[config.mk]
export PLATFORM = sky130hd
export DESIGN_NAME = mpr_queue
export DESIGN_NICKNAME = d
export VERILOG_FILES = /design/src/hw/rtl/mpr_pkg.sv /design/src/hw/rtl/mpr_queue.sv
export SDC_FILE = /design/constraint.sdc
export NUM_CORES = 1
export LEC_CHECK = 0
export BUFFER_PORTS_ARGS = -buffer_cell sky130_fd_sc_hd__buf_2
export CORE_MARGIN = 2
export CORE_UTILIZATION = 37
export DETAILED_ROUTE_END_ITERATION = 10
export MAX_ROUTING_LAYER = met4
export REMOVE_ABC_BUFFERS = 1
export SYNTH_ARGS = -nofsm -noshare
export SYNTH_HDL_FRONTEND = slang
export SYNTH_SLANG_ARGS = --single-unit
[constraint.sdc]
create_clock -name clk -period 3.4 [get_ports clk]
set_input_delay 1.02 -clock clk [delete_from_list [all_inputs] [get_ports clk]]
set_output_delay 1.02 -clock clk [all_outputs]
set_load 0.01 [all_outputs]
[src/hw/rtl/mpr_pkg.sv]
// Shared types, sizes and register codes for the MED predictor residual codec.
package mpr_pkg;

  localparam int MAX_WIDTH    = 4096;
  localparam int MAX_CHANNELS = 4;

  localparam int COL_W       = (MAX_WIDTH > 1) ? $clog2(MAX_WIDTH) : 1;
  localparam int CMP_W       = 17;
  localparam int CH_LIMIT    = (MAX_CHANNELS < 4) ? MAX_CHANNELS : 4;
  localparam int SAMPLE_W    = 16;
  localparam int CFG_DATA_W  = 16;
  localparam int CFG_IDX_W   = 3;
  localparam int DEPTH_W     = 5;
  localparam int PLANE_W     = 2;
  localparam int ROW_W       = 16;
  localparam int QUEUE_DEPTH = 2;
  localparam int QPTR_W      = (QUEUE_DEPTH > 1) ? $clog2(QUEUE_DEPTH) : 1;
  localparam int QCNT_W      = $clog2(QUEUE_DEPTH + 1);

  typedef logic signed [SAMPLE_W-1:0] sample_t;
  typedef logic [COL_W-1:0]           slot_t;
  typedef logic [CFG_IDX_W-1:0]       cfg_idx_t;

  // Configuration register indexes
  localparam cfg_idx_t REG_DIRECTION = 3'd0;
  localparam cfg_idx_t REG_WIDTH     = 3'd1;
  localparam cfg_idx_t REG_HEIGHT    = 3'd2;
  localparam cfg_idx_t REG_CHANNELS  = 3'd3;
  localparam cfg_idx_t REG_DEPTH0    = 3'd4;
  localparam cfg_idx_t REG_DEPTH1    = 3'd5;
  localparam cfg_idx_t REG_DEPTH2    = 3'd6;
  localparam cfg_idx_t REG_DEPTH3    = 3'd7;

  // One classified sample as it travels from front to back
  typedef struct packed {
    sample_t    sample;
    slot_t      slot;
    logic       has_west;
    logic       has_north;
    logic [3:0] depth_m1;
    logic       end_of_plane;
  } item_t;

endpackage

[src/hw/rtl/mpr_queue.sv]
// Short FIFO of classified samples between front and back.
module mpr_queue import mpr_pkg::*; (
  input  logic  clk,
  input  logic  rst_n,
  input  logic  push,
  input  item_t push_item,
  input  logic  pop,
  output logic  full,
  output logic  not_empty,
  output item_t head
);

  item_t              entry_r [QUEUE_DEPTH];
  logic [QPTR_W-1:0]  wr_ptr_r, rd_ptr_r;
  logic [QCNT_W-1:0]  count_r, count_nxt;

  assign full      = count_r == QCNT_W'(QUEUE_DEPTH);
  assign not_empty = count_r != '0;
  assign head      = entry_r[rd_ptr_r];

  always_comb begin
    count_nxt = count_r;
    if (push && !pop) begin
      count_nxt = count_r + QCNT_W'(1);
    end else if (pop && !push) begin
      count_nxt = count_r - QCNT_W'(1);
    end
  end

  // Storage
  always_ff @(posedge clk) begin
    if (push) begin
      entry_r[wr_ptr_r] <= push_item;
    end
  end

  // Pointers and fill count
  always_ff @(posedge clk) begin
    if (!rst_n) begin
      wr_ptr_r <= '0;
      rd_ptr_r <= '0;
      count_r  <= '0;
    end else begin
      count_r <= count_nxt;
      if (push) begin
        wr_ptr_r <= (wr_ptr_r == QPTR_W'(QUEUE_DEPTH - 1)) ? '0 : wr_ptr_r + QPTR_W'(1);
      end
      if (pop) begin
        rd_ptr_r <= (rd_ptr_r == QPTR_W'(QUEUE_DEPTH - 1)) ? '0 : rd_ptr_r + QPTR_W'(1);
      end
    end
  end

endmodule

==> out/results.ini, run 1 <==
[route]
drt_first_pass_iters=4
avgRoutedWirePerCell_um=14.4
wl_um=4590
drtIter0Drc=56
drc_errors=0
via_per_inst=4.45
ant_nets=0
num_vias=1419

[grt]
grt_pass1_wl_um=7130
grtUsageMet3_pct=4.42
met2_usage_pct=18.5
grt_start_max_net_pins=36
grt_pass1_vias=1478
antenna_found_initial=0
grt-busiest-layer=met2
grt-ovfl-total=0
grt_use_met1_pct=14.9
grt_usage_pct=12.1

[sta]
setup_slack_ns=0.599
rsz0062_at_grt=no
relSlewSlack_pct=41.7
fmax_mhz=357
setup_tns_ns=0
fin_crit_sh_pct=82.4
post-route-min-period_ns=2.80
setup_violations=0
skew_ns=0.00777
tightest_slew_ns=0.875
finalMaxSlewViolations=0
finalHoldViolCount=0

[clock_network]
clk_pin_slew_worst_paths_ns=0.07
cts.htree.levels=3
cts_buffer_depth=2
ctsHoldBuffers=0
cts_made_buffers=9
cts_resized=0
root_buffer=clkbuf_8
cts_setup_buffers=0
cts_sinks=75
worstSkewPairLatency_ns=0.34
cts_tree=built

[floorplan]
start_util_pct=38.2
chipWidth_um=90.3
core_um2=7210
rows=31
die_y_um=90.3
io_pins=76
die_area_um2=8160

[logic_synthesis]
synth_seq_cells=75
ys_seq_area_share_pct=79.9
ys_types=17
syn_inst=131
synth_area_um2=2760
yosysWarnings=0
post_synth.cell_area_avg_um2=21.0

[layout]
final_common_cell=buf_2
finalNetCount=255
mostFrequentLayoutCells=75 x buf_2, 70 x edfxtp_1, 35 x mux2_2, 9 x clkbuf_8, 4 x dfxtp_1
syn2layout_area_growth_pct=26.3
drive_above_1_share_pct=60.0
diodes=0

[pwr]
power.density_nw_per_um2=603
switchingPower_uw=440
seqPwrFrac_pct=51.6
intPower_uw=1660
peakVddDrop_v=0.000194
p_leak_uw=0.00132
p_comb_share_pct=9.8
clkPwrFrac_pct=38.6
p_sw_share_pct=21.0

[place]
routabilityCongestion=0.696
dp_hpwl_um=2950
portBuffers=75
place_ws_ns=0.933

[worst_setup_path]
critPathArrivalTime_ns=1.78
critPathLaunchType=register
cp_top_family=flip-flops
slowest_delay_ns=0.52
path_max_fanout=23
path_class=register to primary output
cp_cell_sequence=buf_4 > mux2_2 > buf_2
crit_buf_inv=2
crit_slowest_cell=dfxtp_2
cp-end-kind=primary output
required_ns=2.38

[hold_path]
hold_class=register to register

[run]
cap_violations=0

[status]
status=complete, no violations

==> through the flow <==
step / area [um2] / cells / hold slack, ns / power (uW) / utilization [%]
after floorplan: 2720 / 127 / 0.461 / 1220 / -
after global placement: 3240 / 303 / 0.482 / 1310 / 44.9
after detailed placement: 3240 / 303 / 0.507 / 1310 / 44.9
after CTS: 3480 / 319 / 0.518 / 2130 / 48.3
after global routing: 3480 / 319 / 0.616 / 2190 / 48.3
final: 3480 / 319 / 0.510 / 2100 / 48.3
==> flip-flops by register name, summed over array words and instances, names as in the netlist, named ones only <==
signal,cells
entry_r,70
count_r,2
rd_ptr_r,1
wr_ptr_r,1
==> layout make-up <==
cell class | instances | area, um2
sequential | 75 | 2200
inverter | 1 | 3.75
clock inverter | 6 | 113
clock buffer | 10 | 128
multi-input combinational | 51 | 520
tap | 99 | 124
timing repair buffer | 77 | 390
fill | 647 | 3730
==> power by group through the flow <==
stage | clock network [uW] | registers, uW | logic [uW]
detailed placement | 0 | 1100 | 209
global placement | 0 | 1100 | 207
finish | 810 | 1080 | 206
CTS | 832 | 1080 | 210
global route | 871 | 1090 | 226
floorplan | 0 | 1110 | 112
==> worst paths after layout <==
| check | start | to | slack, ns | cells past startpoint |
|---|---|---|---|---|
| hold reg to reg | count_r[1] | count_r[1] | 0.51 | 2 |
| setup reg to reg | wr_ptr_r | entry_r[1][17] | 1.88 | 1 |
| setup / recovery | register | head[30] | 0.60 | 3 |
| hold / removal | count_r[1] | count_r[1] | 0.51 | 2 |
==> Yosys cell counts <==
master,number,area share [%]
a21boi_1,1,0.27
and2_1,4,0.91
and2b_2,1,0.32
buf_2,1,0.18
buf_6,3,1.2
dfxtp_1,5,3.6
edfxtp_1,70,76
ha_1,1,0.45
inv_1,1,0.14
mux2_2,35,14
nor2b_1,2,0.45
o21a_1,1,0.27
o21ai_0,1,0.18
or2_2,1,0.23
or3_1,1,0.23
xnor2_1,1,0.32
xor2_1,2,0.64
==> cell families after synthesis <==
logic type	Yosys count	share of synthesized area [%]
flops	75	79.9
mux	35	14.3
simple gates	9	2.13
buf+inv	5	1.54
compound gates	3	0.726
xor+xnor	3	0.953
fa+ha+maj	1	0.454
==> worst min-delay path, stage by stage (launching register included) <==
cell      delay, ns
dfxtp_1        0.33
o21ai_0        0.08
a21boi_1       0.06
==> layer usage <==
metal | up-vias | part of all wire, %
li1 | 673 | -
met1 | 693 | 43
met2 | 48 | 50
met3 | 5 | 5.8
met4 | 0 | 1.2
met5 | - | 0
(Power assumes the default switching activity.)
==> inputs of run 2 (changes only) <==
clock period = 2.24 ns   (was 3.4 ns; I/O delays follow)
==> run 2 against run 1 <==
Compared with the run above:
- clock skew grew 0.0010 ns
- worst hold slack improved by 0.0012 ns
- global-route usage grew 0.44 points
- register-to-register slack lost 0.83 ns
- sequential power grew 52%
- sequential share of layout area is 0.55 points higher
- critical path depth did not move
- first-iteration DRC count rose by 48%
- sequential cell count is the same
- clock-buffer cell count is 1 lower
- largest power group unchanged
==> out/results.ini, run 2 (synthesized netlist as in run 1, its figures left out) <==
[grt]
antenna_found_initial=0  ; unchanged
grt-ovfl-total=0  ; unchanged
grt_pass1_wl_um=7510  ; +5.3%
grt_usage_pct=12.5  ; +0.44 points
grt_pass1_vias=1489  ; +0.74%
grt_start_max_net_pins=25  ; -31%

[pwr]
fin_total_pwr_uw=2860  ; +36%
seqPwrFrac_pct=57.1  ; +5.5 points
p_sw_share_pct=23.7  ; +2.7 points
p_comb_share_pct=11.5  ; +1.7 points
intPower_uw=2180  ; +32%
switchingPower_uw=679  ; +54%
p_leak_uw=0.00130  ; -1.5%
power.density_nw_per_um2=829  ; +38%
clkPwrFrac_pct=31.4  ; -7.2 points
peakVddDrop_v=0.000570  ; +190%

[clock_network]
cts_sinks=75  ; unchanged
clk_pin_slew_worst_paths_ns=0.07  ; about the same
ctsHoldBuffers=0  ; unchanged
root_buffer=clkbuf_8
cts_buffer_depth=2  ; unchanged
cts_setup_buffers=0  ; unchanged
worstSkewPairLatency_ns=0.34  ; about the same
cts_made_buffers=9  ; unchanged
cts_tree=built
cts.htree.levels=3  ; unchanged

[worst_setup_path]
path_max_fanout=22  ; -4.3%
regToRegStartpoint=wr_ptr_r
path_class=register to primary output
critPathLaunchType=register
required_ns=1.57  ; -0.81 ns
reg2reg_depth=2  ; +1
cp-end-kind=primary output
ff2ff_setup_slack_ns=1.05  ; -0.83 ns
critPathArrivalTime_ns=1.41  ; -0.37 ns
r2r_end=entry_r[1][11]

[sta]
finalMaxSlewViolations=0  ; unchanged
setup_violations=0  ; unchanged
finalHoldViolCount=0  ; unchanged
relSlewSlack_pct=77.2  ; +36 points
rsz0062_at_grt=no
fin_crit_sh_pct=92.8
post-route-min-period_ns=2.08
fmax_mhz=481
skew_ns=0.00879  ; +0.00102 ns
setup_slack_ns=0.160  ; -0.439 ns
tightest_slew_ns=0.342  ; -0.533 ns

[place]
routabilityCongestion=0.684  ; -1.8%
portBuffers=75  ; unchanged
place_ws_ns=0.438  ; -0.495 ns
dp_hpwl_um=3080  ; +4.2%

[route]
drc_errors=0  ; unchanged
wl_um=4610  ; +0.48%
drtIter0Drc=83  ; +48%
num_vias=1440  ; +1.5%
ant_nets=0  ; unchanged
drt_first_pass_iters=4  ; unchanged
via_per_inst=4.46  ; +0.22%
avgRoutedWirePerCell_um=14.3  ; -0.76%

[hold_path]
worst_hold_path.endpoint=count_r[1]
min-delay-start=count_r[1]
hold_class=register to register
whs_path_depth=2  ; unchanged

[floorplan]
core_um2=7210  ; unchanged
io_pins=76  ; unchanged
rows=31  ; unchanged
die_y_um=90.3  ; unchanged
start_util_pct=38.2  ; unchanged
chipWidth_um=90.3  ; unchanged
die_area_um2=8160  ; unchanged

[layout]
syn2layout_area_growth_pct=25.2
drive_above_1_share_pct=60.7  ; +0.71 points
fin_util_pct=47.8  ; -0.42 points
mostFrequentLayoutCells=75 x buf_2, 70 x edfxtp_1, 35 x mux2_2, 9 x clkbuf_8, 5 x buf_4
diodes=0  ; unchanged
largest_register=entry_r
final_common_cell=buf_2
finalNetCount=259  ; +1.6%
largest_registers=entry_r x70, count_r x2
largest_reg_flops=70  ; unchanged

[run]
cap_violations=0  ; unchanged

[status]
status=complete, no violations

## run 2: per-stage QoR
step / hold WS [ns] / TNS, ns / cell area [um2] / cells
2_1_floorplan: 0.461 / -16.87 / 2720 / 127
3_3_place_gp: 0.485 / 0 / 3270 / 307
3_5_place_dp: 0.500 / 0 / 3270 / 307
4_1_cts: 0.494 / 0 / 3450 / 323
5_1_grt: 0.495 / 0 / 3450 / 323
6_report: 0.511 / 0 / 3450 / 323
## run 2: layout make-up
type	instances	area (um2)
flip-flops and latches	75	2200
clock buffers	9	124
multi-input cells	51	520
fillers	656	3760
clock inverters	7	52.6
well taps	99	124
inverters	1	3.75
repair buffers	81	424
## run 2: how the worst max path moves through the flow
| stage | slack [ns] | cells past startpoint | end |
|---|---|---|---|
| finish | 0.16 | 3 | head[20] |
| global route | 0.07 | 3 | head[29] |
| CTS | 0.06 | 3 | head[20] |
| detailed placement | 0.44 | 3 | head[20] |
| global placement | 0.45 | 3 | head[20] |
| floorplan | -0.47 | 1 | entry_r[0][0] |
## run 2: metal layers
layer | vias up | part of all wire [%] | routed length, um | global-route usage [%]
met5 | - | 0 | 0 | -
met4 | 0 | 1.4 | 65 | 6.54
met3 | 6 | 5.7 | 263 | 3.51
met2 | 47 | 50 | 2280 | 18.8
met1 | 704 | 43 | 1990 | 15.5
li1 | 683 | - | - | -
## run 2: what timing repair did
item / in CTS / in global routing
gates resized for setup: 0 / 1
endpoints found under the hold margin: 0 / 0
setup endpoints to repair: 0 / 2
## run 2: power by group through the flow
stage	logic [uW]	clock network, uW	registers (uW)
CTS	335	931	1640
global placement	329	0	1660
floorplan	170	0	1680
global route	363	984	1640
detailed placement	333	0	1670
finish	329	899	1640
## run 2: worst max-delay path: stages, from the launching register on
cell and delay (ns):
dfxtp_2 0.34, buf_6 0.21, mux2_2 0.37, buf_2 0.14
