**src/hw/rtl/mpr_pkg.sv**
```systemverilog
// Shared types, sizes and register codes for the MED predictor residual codec.
package mpr_pkg;

  localparam int MAX_WIDTH    = 4096;
  localparam int MAX_CHANNELS = 4;

  localparam int COL_W       = (MAX_WIDTH > 1) ? $clog2(MAX_WIDTH) : 1;
  localparam int CMP_W       = 17;
  localparam int CH_LIMIT    = (MAX_CHANNELS < 4) ? MAX_CHANNELS : 4;
  localparam int SAMPLE_W    = 16;
  localparam int CFG_DATA_W  = 16;
  localparam int CFG_IDX_W   = 3;
  localparam int DEPTH_W     = 5;
  localparam int PLANE_W     = 2;
  localparam int ROW_W       = 16;
  localparam int QUEUE_DEPTH = 2;
  localparam int QPTR_W      = (QUEUE_DEPTH > 1) ? $clog2(QUEUE_DEPTH) : 1;
  localparam int QCNT_W      = $clog2(QUEUE_DEPTH + 1);

  typedef logic signed [SAMPLE_W-1:0] sample_t;
  typedef logic [COL_W-1:0]           slot_t;
  typedef logic [CFG_IDX_W-1:0]       cfg_idx_t;

  // Configuration register indexes
  localparam cfg_idx_t REG_DIRECTION = 3'd0;
  localparam cfg_idx_t REG_WIDTH     = 3'd1;
  localparam cfg_idx_t REG_HEIGHT    = 3'd2;
  localparam cfg_idx_t REG_CHANNELS  = 3'd3;
  localparam cfg_idx_t REG_DEPTH0    = 3'd4;
  localparam cfg_idx_t REG_DEPTH1    = 3'd5;
  localparam cfg_idx_t REG_DEPTH2    = 3'd6;
  localparam cfg_idx_t REG_DEPTH3    = 3'd7;

  // One classified sample as it travels from front to back
  typedef struct packed {
    sample_t    sample;
    slot_t      slot;
    logic       has_west;
    logic       has_north;
    logic [3:0] depth_m1;
    logic       end_of_plane;
  } item_t;

endpackage

```
**src/hw/rtl/mpr_if.sv**
```systemverilog
// Channel interfaces: sample input, result output and configuration writes.
interface mpr_in_if import mpr_pkg::*; ();
  logic    valid;
  logic    ready;
  sample_t sample;
  modport source (output valid, output sample, input ready);
  modport sink (input valid, input sample, output ready);
endinterface


interface mpr_cfg_if import mpr_pkg::*; ();
  logic                  valid;
  logic                  ready;
  cfg_idx_t              index;
  logic [CFG_DATA_W-1:0] data;
  modport source (output valid, output index, output data, input ready);
  modport sink (input valid, input index, input data, output ready);
endinterface

```
**src/hw/rtl/mpr_front.sv**
```systemverilog
// Front end: configuration registers, raster counters and per-sample classification.
module mpr_front import mpr_pkg::*; (
  input  logic      clk,
  input  logic      rst_n,
  mpr_in_if.sink    in_ch,
  mpr_cfg_if.sink   cfg_ch,
  input  logic      q_full,
  output logic      push,
  output item_t     push_item,
  output logic      direction
);

  logic                dir_r;
  logic [12:0]         width_r;
  logic [ROW_W-1:0]    height_r;
  logic [2:0]          chans_r;
  logic [DEPTH_W-1:0]  depth_r [4];

  logic [COL_W-1:0]    col_r, col_nxt;
  logic [ROW_W-1:0]    row_r, row_nxt;
  logic [PLANE_W-1:0]  plane_r, plane_nxt;

  logic [CMP_W-1:0]    width_eff, height_eff, col_inc, row_inc;
  logic [2:0]          chans_eff, plane_inc;
  logic [DEPTH_W-1:0]  depth_sel;
  logic                row_end, plane_end;

  assign in_ch.ready  = !q_full;
  assign cfg_ch.ready = 1'b1;
  assign push         = in_ch.valid && !q_full;
  assign direction    = dir_r;

  // Configuration writes
  always_ff @(posedge clk) begin
    if (!rst_n) begin
      dir_r    <= 1'b1;
      width_r  <= 13'd640;
      height_r <= 16'd480;
      chans_r  <= 3'd3;
      for (int i = 0; i < 4; i++) begin
        depth_r[i] <= 5'd8;
      end
    end else if (cfg_ch.valid) begin
      case (cfg_ch.index)
        REG_DIRECTION: dir_r      <= cfg_ch.data[0];
        REG_WIDTH:     width_r    <= cfg_ch.data[12:0];
        REG_HEIGHT:    height_r   <= cfg_ch.data[ROW_W-1:0];
        REG_CHANNELS:  chans_r    <= cfg_ch.data[2:0];
        REG_DEPTH0:    depth_r[0] <= cfg_ch.data[DEPTH_W-1:0];
        REG_DEPTH1:    depth_r[1] <= cfg_ch.data[DEPTH_W-1:0];
        REG_DEPTH2:    depth_r[2] <= cfg_ch.data[DEPTH_W-1:0];
        REG_DEPTH3:    depth_r[3] <= cfg_ch.data[DEPTH_W-1:0];
        default: ;
      endcase
    end
  end

  // Geometry limits and end-of-row / end-of-plane detection
  always_comb begin
    if (width_r == 13'd0) begin
      width_eff = CMP_W'(1);
    end else if (CMP_W'(width_r) > CMP_W'(MAX_WIDTH)) begin
      width_eff = CMP_W'(MAX_WIDTH);
    end else begin
      width_eff = CMP_W'(width_r);
    end
    height_eff = (height_r == '0) ? CMP_W'(1) : CMP_W'(height_r);
    if (chans_r == 3'd0) begin
      chans_eff = 3'd1;
    end else if (chans_r > 3'(CH_LIMIT)) begin
      chans_eff = 3'(CH_LIMIT);
    end else begin
      chans_eff = chans_r;
    end
    col_inc   = CMP_W'(col_r) + CMP_W'(1);
    row_inc   = CMP_W'(row_r) + CMP_W'(1);
    plane_inc = 3'(plane_r) + 3'd1;
    row_end   = col_inc >= width_eff;
    plane_end = row_end && (row_inc >= height_eff);
  end

  // Classification of the incoming sample
  always_comb begin
    depth_sel              = depth_r[plane_r];
    push_item.sample       = in_ch.sample;
    push_item.has_west     = col_r != '0;
    push_item.has_north    = row_r != '0;
    push_item.end_of_plane = plane_end;
    if (CMP_W'(col_r) >= CMP_W'(MAX_WIDTH - 1)) begin
      push_item.slot = slot_t'(MAX_WIDTH - 1);
    end else begin
      push_item.slot = col_r;
    end
    if (depth_sel == '0) begin
      push_item.depth_m1 = 4'd0;
    end else if (depth_sel > 5'd16) begin
      push_item.depth_m1 = 4'd15;
    end else begin
      push_item.depth_m1 = 4'(depth_sel - 5'd1);
    end
  end

  // Raster counters advance on each accepted transaction
  always_comb begin
    col_nxt   = col_r;
    row_nxt   = row_r;
    plane_nxt = plane_r;
    if (push) begin
      if (!row_end) begin
        col_nxt = col_r + COL_W'(1);
      end else begin
        col_nxt = '0;
        if (!plane_end) begin
          row_nxt = row_r + ROW_W'(1);
        end else begin
          row_nxt   = '0;
          plane_nxt = (plane_inc >= chans_eff) ? '0 : PLANE_W'(plane_inc);
        end
      end
    end
  end

  always_ff @(posedge clk) begin
    if (!rst_n) begin
      col_r   <= '0;
      row_r   <= '0;
      plane_r <= '0;
    end else begin
      col_r   <= col_nxt;
      row_r   <= row_nxt;
      plane_r <= plane_nxt;
    end
  end

endmodule

```
**src/flat_wrapper.sv**
```systemverilog
// flat-port wrapper written by rule: the top's interface ports become plain ports
module mpr_front_flat import mpr_pkg::*;
  (clk, rst_n, q_full, push, push_item, direction, in_ch_valid, in_ch_sample, in_ch_ready, cfg_ch_valid, cfg_ch_index, cfg_ch_data, cfg_ch_ready);
  mpr_in_if in_ch_i ();
  mpr_cfg_if cfg_ch_i ();
  input  logic clk;
  input  logic rst_n;
  input  logic q_full;
  output logic push;
  output item_t push_item;
  output logic direction;
  input wire logic [$bits(in_ch_i.valid)-1:0] in_ch_valid;
  input wire logic [$bits(in_ch_i.sample)-1:0] in_ch_sample;
  output wire logic [$bits(in_ch_i.ready)-1:0] in_ch_ready;
  input wire logic [$bits(cfg_ch_i.valid)-1:0] cfg_ch_valid;
  input wire logic [$bits(cfg_ch_i.index)-1:0] cfg_ch_index;
  input wire logic [$bits(cfg_ch_i.data)-1:0] cfg_ch_data;
  output wire logic [$bits(cfg_ch_i.ready)-1:0] cfg_ch_ready;
  assign in_ch_i.valid = in_ch_valid;
  assign in_ch_i.sample = in_ch_sample;
  assign in_ch_ready = in_ch_i.ready;
  assign cfg_ch_i.valid = cfg_ch_valid;
  assign cfg_ch_i.index = cfg_ch_index;
  assign cfg_ch_i.data = cfg_ch_data;
  assign cfg_ch_ready = cfg_ch_i.ready;
  mpr_front u_core (.clk(clk), .rst_n(rst_n), .in_ch(in_ch_i), .cfg_ch(cfg_ch_i), .q_full(q_full), .push(push), .push_item(push_item), .direction(direction));
endmodule
```
**config.mk**
```make
export PLATFORM = sky130hd
export DESIGN_NAME = mpr_front_flat
export DESIGN_NICKNAME = d
export VERILOG_FILES = /design/src/hw/rtl/mpr_pkg.sv /design/src/hw/rtl/mpr_if.sv /design/src/hw/rtl/mpr_front.sv /design/src/flat_wrapper.sv
export SDC_FILE = /design/constraint.sdc
export NUM_CORES = 1
export LEC_CHECK = 0
export ABC_AREA = 1
export BUFFER_PORTS_ARGS = -buffer_cell sky130_fd_sc_hd__clkbuf_2
export CAP_MARGIN = 20
export CELL_PAD_IN_SITES_DETAIL_PLACEMENT = 2
export CELL_PAD_IN_SITES_GLOBAL_PLACEMENT = 2
export CORE_MARGIN = 2
export CORE_UTILIZATION = 33
export CTS_BUF_LIST = sky130_fd_sc_hd__clkbuf_8
export DETAILED_ROUTE_END_ITERATION = 8
export GPL_TIMING_DRIVEN = 1
export PLACE_DENSITY = 0.81
export SYNTH_ARGS = -nofsm -noshare
export SYNTH_HDL_FRONTEND = slang
export SYNTH_SLANG_ARGS = --single-unit
```
**constraint.sdc**
```tcl
create_clock -name clk -period 3.55 [get_ports clk]
set_input_delay 0.71 -clock clk [delete_from_list [all_inputs] [get_ports clk]]
set_output_delay 0.71 -clock clk [all_outputs]
set_load 0.02 [all_outputs]
```
==> insert_results.sql, run 1 <==
INSERT INTO impl_metrics (metric_group, metric, value, unit) VALUES
('status', 'result_of_the_run', 'finished with violations', ''),
('status', 'violated_checks', 'negative setup slack', ''),
('detailed_routing', 'drt-pass1-iter-count', '4', ''),
('detailed_routing', 'drt_first_iter_violations', '213', ''),
('floorplanning', 'die_height', '128', 'microns'),
('flow_run', 'max_cap_violations', '0', ''),
('global_route', 'global_route_usage_sum', '21.2', '%'),
('worst_hold_path', 'worst_hold_path_type', 'reg -> reg', ''),
('sta', 'holdWs', '497', 'ps'),
('global_route', 'grt_remaining_overflow', '0', ''),
('critical_path', 'critical_path.reg2reg.startpoint', 'u_core.width_r[7]$_SDFFE_PN1P_', ''),
('clock_network', 'cts_inserted_buffers', '9', ''),
('sta', 'slew_headroom', '47.0', '%'),
('global_route', 'grt_antenna_before_repair', '0', ''),
('detailed_routing', 'number_of_routed_nets_with_antenna_violations', '0', ''),
('clock_network', 'clk_pin_slew', '90', 'ps'),
('floorplanning', 'boundaryPins', '79', ''),
('clock_network', 'cts_hold_buffers', '0', ''),
('detailed_routing', 'drt_drc_violations_left', '0', ''),
('cells_and_area', 'multi_input_area', '2980', 'sq um'),
('sta', 'minimum_clock_period', '3650', 'ps'),
('sta', 'max_freq', '274', 'MHz'),
('yosys', 'postSynthAreaPerCell', '7.30', 'sq um'),
('critical_path', 'timing.critical_path.arrival', '2940', 'ps'),
('detailed_routing', 'route.detailed.vias_per_inst', '5.15', ''),
('clock_network', 'number_of_levels_the_h_tree_was_split_into', '3', ''),
('place', 'gp_routability_congestion', '0.833', ''),
('clock_network', 'clkLatencyLatePin', '380', 'ps'),
('global_route', 'maximum_number_of_pins_on_one_net_before_global_route_repair', '56', ''),
('sta', 'rsz_0062_raised_after_global_routing', 'yes', ''),
('clock_network', 'clock_sink_count', '85', ''),
('yosys', 'synth_largest_area_cell', 'sky130_fd_sc_hd__dfxtp_1', ''),
('global_route', 'global_route_wire_length_before_repair', '27100', 'microns'),
('power', 'power-per-cell-area', '339', 'nW/um^2'),
('cells_and_area', 'drive_above_1_share', '24.2', '%'),
('yosys', 'ys_top_cells_by_area', 'sky130_fd_sc_hd__dfxtp_1 26%, sky130_fd_sc_hd__edfxtp_1 12%, sky130_fd_sc_hd__nand2_1 11%, sky130_fd_sc_hd__ha_1 9.4%, sky130_fd_sc_hd__inv_1 6.4%', ''),
('cells_and_area', 'antenna-diode-count', '0', ''),
('cells_and_area', 'register_area', '1940', 'sq um'),
('floorplanning', 'rows', '45', ''),
('clock_network', 'root_buffer', 'sky130_fd_sc_hd__clkbuf_8', ''),
('power', 'power.leakage', '2.76', 'nW'),
('clock_network', 'tritoncts', 'yes', ''),
('floorplanning', 'coreArea', '15100', 'sq um'),
('yosys', 'yosys_most_used_dff', 'sky130_fd_sc_hd__dfxtp_1', ''),
('yosys', 'yosys_register_bits', '85', ''),
('sta', 'finalWorstSetupSlack', '-98.3', 'ps'),
('sta', 'setup_violations', '1', ''),
('yosys', 'share_of_the_synthesized_area_in_the_top_cell_type', '25.6', '%'),
('worst_hold_path', 'hp-start', 'u_core.height_r[11]$_SDFFE_PN0P_', ''),
('sta', 'setup_total_negative_slack', '-98.3', 'ps'),
('critical_path', 'cp.required', '2840', 'ps'),
('critical_path', 'startpoint', 'u_core.row_r[1]$_SDFFE_PN0P_', ''),
('floorplanning', 'start_util', '33.5', '%'),
('global_route', 'grt_pass1_vias', '5172', ''),
('detailed_routing', 'drt-wirelength-per-cell', '19.3', 'microns'),
('yosys', 'mappedNetlistNets', '774', ''),
('yosys', 'post_synth_instance_area', '5080', 'sq um'),
('power', 'vdd.ir_drop.worst', '161', 'uV'),
('yosys', 'synth_async_sr_flop_share', '0', '%'),
('clock_network', 'clock_path_buffers', '2', ''),
('yosys', 'netlist_top_cells_count', '149 x sky130_fd_sc_hd__nand2_1, 86 x sky130_fd_sc_hd__inv_1, 81 x sky130_fd_sc_hd__nor2_1', ''),
('sta', 'min_period_over_period', '103', '%'),
('cells_and_area', 'stdcell_area', '6140', 'sq um'),
('sta', 'final-max-slew-violation-count', '0', ''),
('critical_path', 'endpoint_kind', 'primary output', ''),
('yosys', 'netlist_instances', '696', ''),
('yosys', 'synth_cell_types', '41', ''),
('critical_path', 'setup.worst_path.class', 'reg -> out', ''),
('detailed_routing', 'via_count', '4779', ''),
('cells_and_area', 'final_nets', '813', ''),
('yosys', 'yosys_synthesis_warning_count', '0', '');
report_power, final:
group | total [mW] | internal, mW | leakage, nW | switching (mW)
combinational | 0.305 | 0.103 | 1.93 | 0.202
clock | 0.730 | 0.328 | 0.0976 | 0.402
sequential | 1.04 | 1.02 | 0.730 | 0.0251
total | 2.08 | 1.45 | 2.76 | 0.629
cell type report:
type	instances	share of cell area [%]
clock buffers	9	2.02
clock inverters	7	1.18
inverters	92	5.89
multi-input cells	476	48.5
flip-flops and latches	85	31.6
well taps	188	3.83
repair buffers	70	6.89
repair inverters	1	0.0816
layout by cell type, fill, tap and decap left out, drive strengths merged, types with 6 or more instances in the layout:
| master | n |
|---|---|
| nand2 | 153 |
| inv | 90 |
| nor2 | 90 |
| dfxtp | 65 |
| clkbuf | 53 |
| a21oi | 49 |
| o21ai | 44 |
| ha | 38 |
| nand3 | 29 |
| buf | 26 |
| edfxtp | 20 |
| xor2 | 17 |
| nand4 | 11 |
| nor4 | 11 |
| o211ai | 7 |
| clkinv | 7 |
| nor3 | 6 |
state kept, by name, indices dropped and copies added, names as in the netlist, named ones only:
| register | flops |
|---|---|
| u_core.width_r | 13 |
| u_core.plane_r | 2 |
| u_core.chans_r | 3 |
| u_core.col_r | 12 |
| u_core.row_r | 16 |
| u_core.height_r | 16 |
| u_core.depth_r | 20 |
| u_core.direction | 1 |
through the flow:
step           instances  setup slack (ps)  power (mW)  utilization, %
2_1_floorplan        696               496        1.25               -
3_3_place_gp         892               239        1.32            35.3
3_5_place_dp         892              93.9        1.33            35.3
4_1_cts              914              3.79        2.07            38.1
5_1_grt              928              -230        2.17            40.5
6_report             928             -98.3        2.08            40.5
routing by layer:
metal	up-vias	wire (microns)	global-route usage (%)
met1	2378	7640	25.6
met2	53	9600	38.3
met5	-	0	0
met3	24	340	2.63
li1	2324	-	-
met4	0	369	8.60
timing repair:
action | CTS | global route
pin swaps | 10 | 31
cloned | 0 | 1
buffers inserted | 6 | 13
setup endpoints to repair | 1 | 9
resized for setup | 47 | 57
worst paths after layout:
kind	cells past startpoint	endpoint	slack [ps]
worst max-delay path	18	push_item[0]	-100
worst max register to register	16	u_core.row_r[1]$_SDFFE_PN0P_	170
worst min register to register	2	u_core.height_r[11]$_SDFFE_PN0P_	500
worst min-delay path	2	u_core.height_r[11]$_SDFFE_PN0P_	500
critical path: stages (launching register included):
cell	delay, ps
sky130_fd_sc_hd__dfxtp_4	390
sky130_fd_sc_hd__ha_4	150
sky130_fd_sc_hd__nand2_4	60
sky130_fd_sc_hd__nor2_4	110
sky130_fd_sc_hd__buf_4	140
sky130_fd_sc_hd__xor2_2	260
sky130_fd_sc_hd__inv_1	90
sky130_fd_sc_hd__ha_1	320
sky130_fd_sc_hd__a21oi_1	240
sky130_fd_sc_hd__nand2_1	80
sky130_fd_sc_hd__nand2_1	70
sky130_fd_sc_hd__nand3_1	80
sky130_fd_sc_hd__nand2_1	100
sky130_fd_sc_hd__nand2_1	80
sky130_fd_sc_hd__nand2_1	90
sky130_fd_sc_hd__nand2_2	70
sky130_fd_sc_hd__inv_4	80
sky130_fd_sc_hd__nor2_4	50
sky130_fd_sc_hd__buf_8	120
cells by family (layout without fill, tap and decap cells):
| kind of cell | count (synthesis) | after routing | share of synthesized area, % |
|---|---|---|---|
| DFF | 85 | 85 | 37.4 |
| xor gates and xnor gates | 20 | 20 | 3.60 |
| buffers and inverters | 135 | 179 | 11.4 |
| adders and majority gates | 38 | 38 | 9.36 |
| AOI/OAI and AO/OA | 114 | 114 | 12.4 |
| other | 1 | 1 | 0.0738 |
| and+or+nand+nor | 303 | 303 | 25.7 |
No activity file was read; power rests on OpenSTA's default activity.
==> run 2: changes to the inputs <==
Settings changed: BUFFER_PORTS_ARGS -buffer_cell sky130_fd_sc_hd__clkbuf_2 to -buffer_cell sky130_fd_sc_hd__buf_4, SKIP_LAST_GASP set to 1.
==> insert_results.sql, run 2 (synthesized netlist as in run 1, its figures left out) <==
INSERT INTO impl_metrics (metric_group, metric, value, unit) VALUES
('status', 'result_of_the_run', 'finished with violations', ''),
('status', 'violated_checks', 'negative setup slack', ''),
('floorplanning', 'design.die.area', '16400', 'sq um'),
('sta', 'setup_violations', '1', ''),
('critical_path', 'max_stage_delay', '350', 'ps'),
('detailed_routing', 'number_of_routed_nets_with_antenna_violations', '0', ''),
('floorplanning', 'die_x_extent', '128', 'microns'),
('worst_hold_path', 'worst_hold_path_type', 'reg -> reg', ''),
('sta', 'final-max-slew-violation-count', '0', ''),
('global_route', 'maximum_number_of_pins_on_one_net_before_global_route_repair', '33', ''),
('floorplanning', 'boundaryPins', '79', ''),
('clock_network', 'root_buffer', 'sky130_fd_sc_hd__clkbuf_8', ''),
('clock_network', 'clock_sink_count', '85', ''),
('sta', 'final_hold_viol_count', '0', ''),
('critical_path', 'timing.critical_path.fanout_max', '5', ''),
('cells_and_area', 'layout.cells.most_common', 'sky130_fd_sc_hd__nand2_1', ''),
('detailed_routing', 'via_count', '4834', ''),
('detailed_routing', 'drt_first_iter_violations', '222', ''),
('place', 'post-dp-hpwl', '13100', 'microns'),
('critical_path', 'endpoint_kind', 'primary output', ''),
('global_route', 'grt_pass1_vias', '5338', ''),
('sta', 'minimum_clock_period', '3620', 'ps'),
('cells_and_area', 'final_nets', '806', ''),
('detailed_routing', 'drt-wirelength-per-cell', '20.2', 'microns'),
('critical_path', 'cp-start-kind', 'flip-flop', ''),
('floorplanning', 'coreArea', '15100', 'sq um'),
('floorplanning', 'die_height', '128', 'microns'),
('sta', 'clock-skew-final', '12.8', 'ps'),
('cells_and_area', 'reg.largest.list', 'u_core.depth_r: 20 flops, u_core.height_r: 16 flops, u_core.row_r: 16 flops', ''),
('sta', 'slew_headroom', '42.2', '%'),
('cells_and_area', 'stdcell_area', '6180', 'sq um'),
('sta', 'rsz_0062_raised_after_global_routing', 'yes', ''),
('cells_and_area', 'area.growth.synth_to_final', '21.5', '%'),
('critical_path', 'timing.critical_path.arrival', '2910', 'ps'),
('detailed_routing', 'drt_drc_violations_left', '0', ''),
('critical_path', 'worstPathCellList', 'nor4_2 -> nand2_1 -> nor4_4 -> nor2_4 -> clkinv_4 -> nand2_1 -> ha_4 -> nand2_2 -> nor2_2 -> nand2_1 -> nand2_1 -> nand2_1 -> nand4_1 -> inv_2 -> nor2_4 -> buf_6', ''),
('clock_network', 'cts_inserted_buffers', '9', ''),
('place', 'placedInstanceArea', '5440', 'sq um'),
('power', 'vdd.ir_drop.worst', '152', 'uV'),
('place', 'gp_routability_congestion', '0.823', ''),
('power', 'power-per-cell-area', '333', 'nW/um^2'),
('critical_path', 'critPathMostFrequentCell', 'sky130_fd_sc_hd__nand2_1', ''),
('cells_and_area', 'max_flop_register', 'u_core.depth_r', ''),
('global_route', 'global_route_wire_length_before_repair', '28600', 'microns'),
('sta', 'holdWs', '490', 'ps'),
('place', 'placed_cells_incl_taps', '889', ''),
('clock_network', 'number_of_levels_the_h_tree_was_split_into', '3', ''),
('cells_and_area', 'drive_above_1_share', '23.1', '%'),
('floorplanning', 'start_util', '33.5', '%'),
('sta', 'transition_time_of_the_tightest_slew_check_pin', '858', 'ps'),
('global_route', 'grt_remaining_overflow', '0', ''),
('clock_network', 'tritoncts', 'yes', ''),
('place', 'placement.io_buffers', '45', ''),
('cells_and_area', 'antenna-diode-count', '0', ''),
('detailed_routing', 'total_length_of_routed_wires', '18600', 'microns'),
('clock_network', 'clock_path_buffers', '2', ''),
('sta', 'setup_total_negative_slack', '-72.0', 'ps'),
('clock_network', 'cts_hold_buffers', '0', ''),
('cells_and_area', 'mostFrequentLayoutCells', '138 x sky130_fd_sc_hd__nand2_1, 82 x sky130_fd_sc_hd__inv_1, 72 x sky130_fd_sc_hd__nor2_1', ''),
('clock_network', 'clk_pin_slew', '100', 'ps'),
('critical_path', 'slowest_cell_on_the_critical_path', 'sky130_fd_sc_hd__dfxtp_2', ''),
('floorplanning', 'rows', '45', ''),
('power', 'power.leakage', '2.76', 'nW'),
('cells_and_area', 'finish.cell_count_without_fillers', '921', ''),
('cells_and_area', 'largest_reg_flops', '20', ''),
('critical_path', 'setup.worst_path.class', 'reg -> out', ''),
('sta', 'max_freq', '276', 'MHz'),
('sta', 'finalWorstSetupSlack', '-72.0', 'ps'),
('flow_run', 'max_cap_violations', '0', ''),
('detailed_routing', 'drt-pass1-iter-count', '4', ''),
('critical_path', 'cp.required', '2840', 'ps'),
('detailed_routing', 'route.detailed.vias_per_inst', '5.25', ''),
('clock_network', 'clkLatencyLatePin', '390', 'ps'),
('global_route', 'grt_antenna_before_repair', '0', ''),
('sta', 'min_period_over_period', '102', '%'),
('global_route', 'global_route_usage_sum', '22.7', '%');
==> run 2: cell types whose count changed in the layout (fill, tap and decap cells not counted), moves of 3 or more <==
cell	delta
sky130_fd_sc_hd__buf_4	+36
sky130_fd_sc_hd__clkbuf_2	-44
sky130_fd_sc_hd__nand2_1	+3
sky130_fd_sc_hd__nand2_2	-3
sky130_fd_sc_hd__nor3_2	-3
==> run 2: timing repair <==
action                     4_1_cts  5_1_grt
pin swaps                        7       29
cloned                           1        0
resized for setup               46       55
setup buffers                    8        7
setup endpoints to repair       11       18
==> run 2: area by class of cell <==
cell class	instances	area, sq um
timing repair inverter	1	7.51
timing repair buffer	63	489
clock buffer	9	124
tap	188	235
sequential	85	1940
clock inverter	7	56.3
fill	1738	8970
multi-input combinational	476	2970
inverter	92	354
==> run 2: final timing paths <==
check / endpoint / slack, ps / cells after the start / startpoint
worst max-delay path: push_item[0] / -70 / 16 / u_core.width_r[7]$_SDFFE_PN1P_
worst max register to register: flip-flop / 280 / 19 / u_core.width_r[7]$_SDFFE_PN1P_
worst min-delay path: u_core.col_r[1]$_SDFFE_PN0P_ / 490 / 2 / u_core.col_r[1]$_SDFFE_PN0P_
worst min register to register: u_core.col_r[1]$_SDFFE_PN0P_ / 490 / 2 / u_core.col_r[1]$_SDFFE_PN0P_
==> run 2: report_power, final <==
group	switching (mW)	leakage [nW]	internal, mW	total, mW
clock network	0.428	0.0963	0.266	0.693
registers	0.0265	0.731	1.02	1.05
logic	0.202	1.93	0.114	0.316
==> run 2: worst max-delay path, delay by kind of cell, from the launching register on <==
kind | cells | cell delay [ps]
fa+ha+maj | 1 | 300
buf+inv | 3 | 290
flops | 1 | 350
simple gates | 12 | 1580
==> run 2: through the flow <==
step / total power [mW] / utilization [%] / worst slack (ps)
final: 2.05 / 40.8 / -72.0
after global routing: 2.15 / 40.8 / -278
after CTS: 2.05 / 38.6 / -49.6
after detailed placement: 1.35 / 35.9 / 36.4
after global placement: 1.33 / 35.9 / 194
after floorplan: 1.25 / - / 496
==> run 2: layer usage <==
layer / global-route usage (%) / up-vias / wire length [microns]
met5: 0 / - / 0
met4: 8.92 / 0 / 486
met3: 3.21 / 35 / 504
met2: 42.1 / 81 / 10000
met1: 26.1 / 2416 / 7640
li1: - / 2302 / -
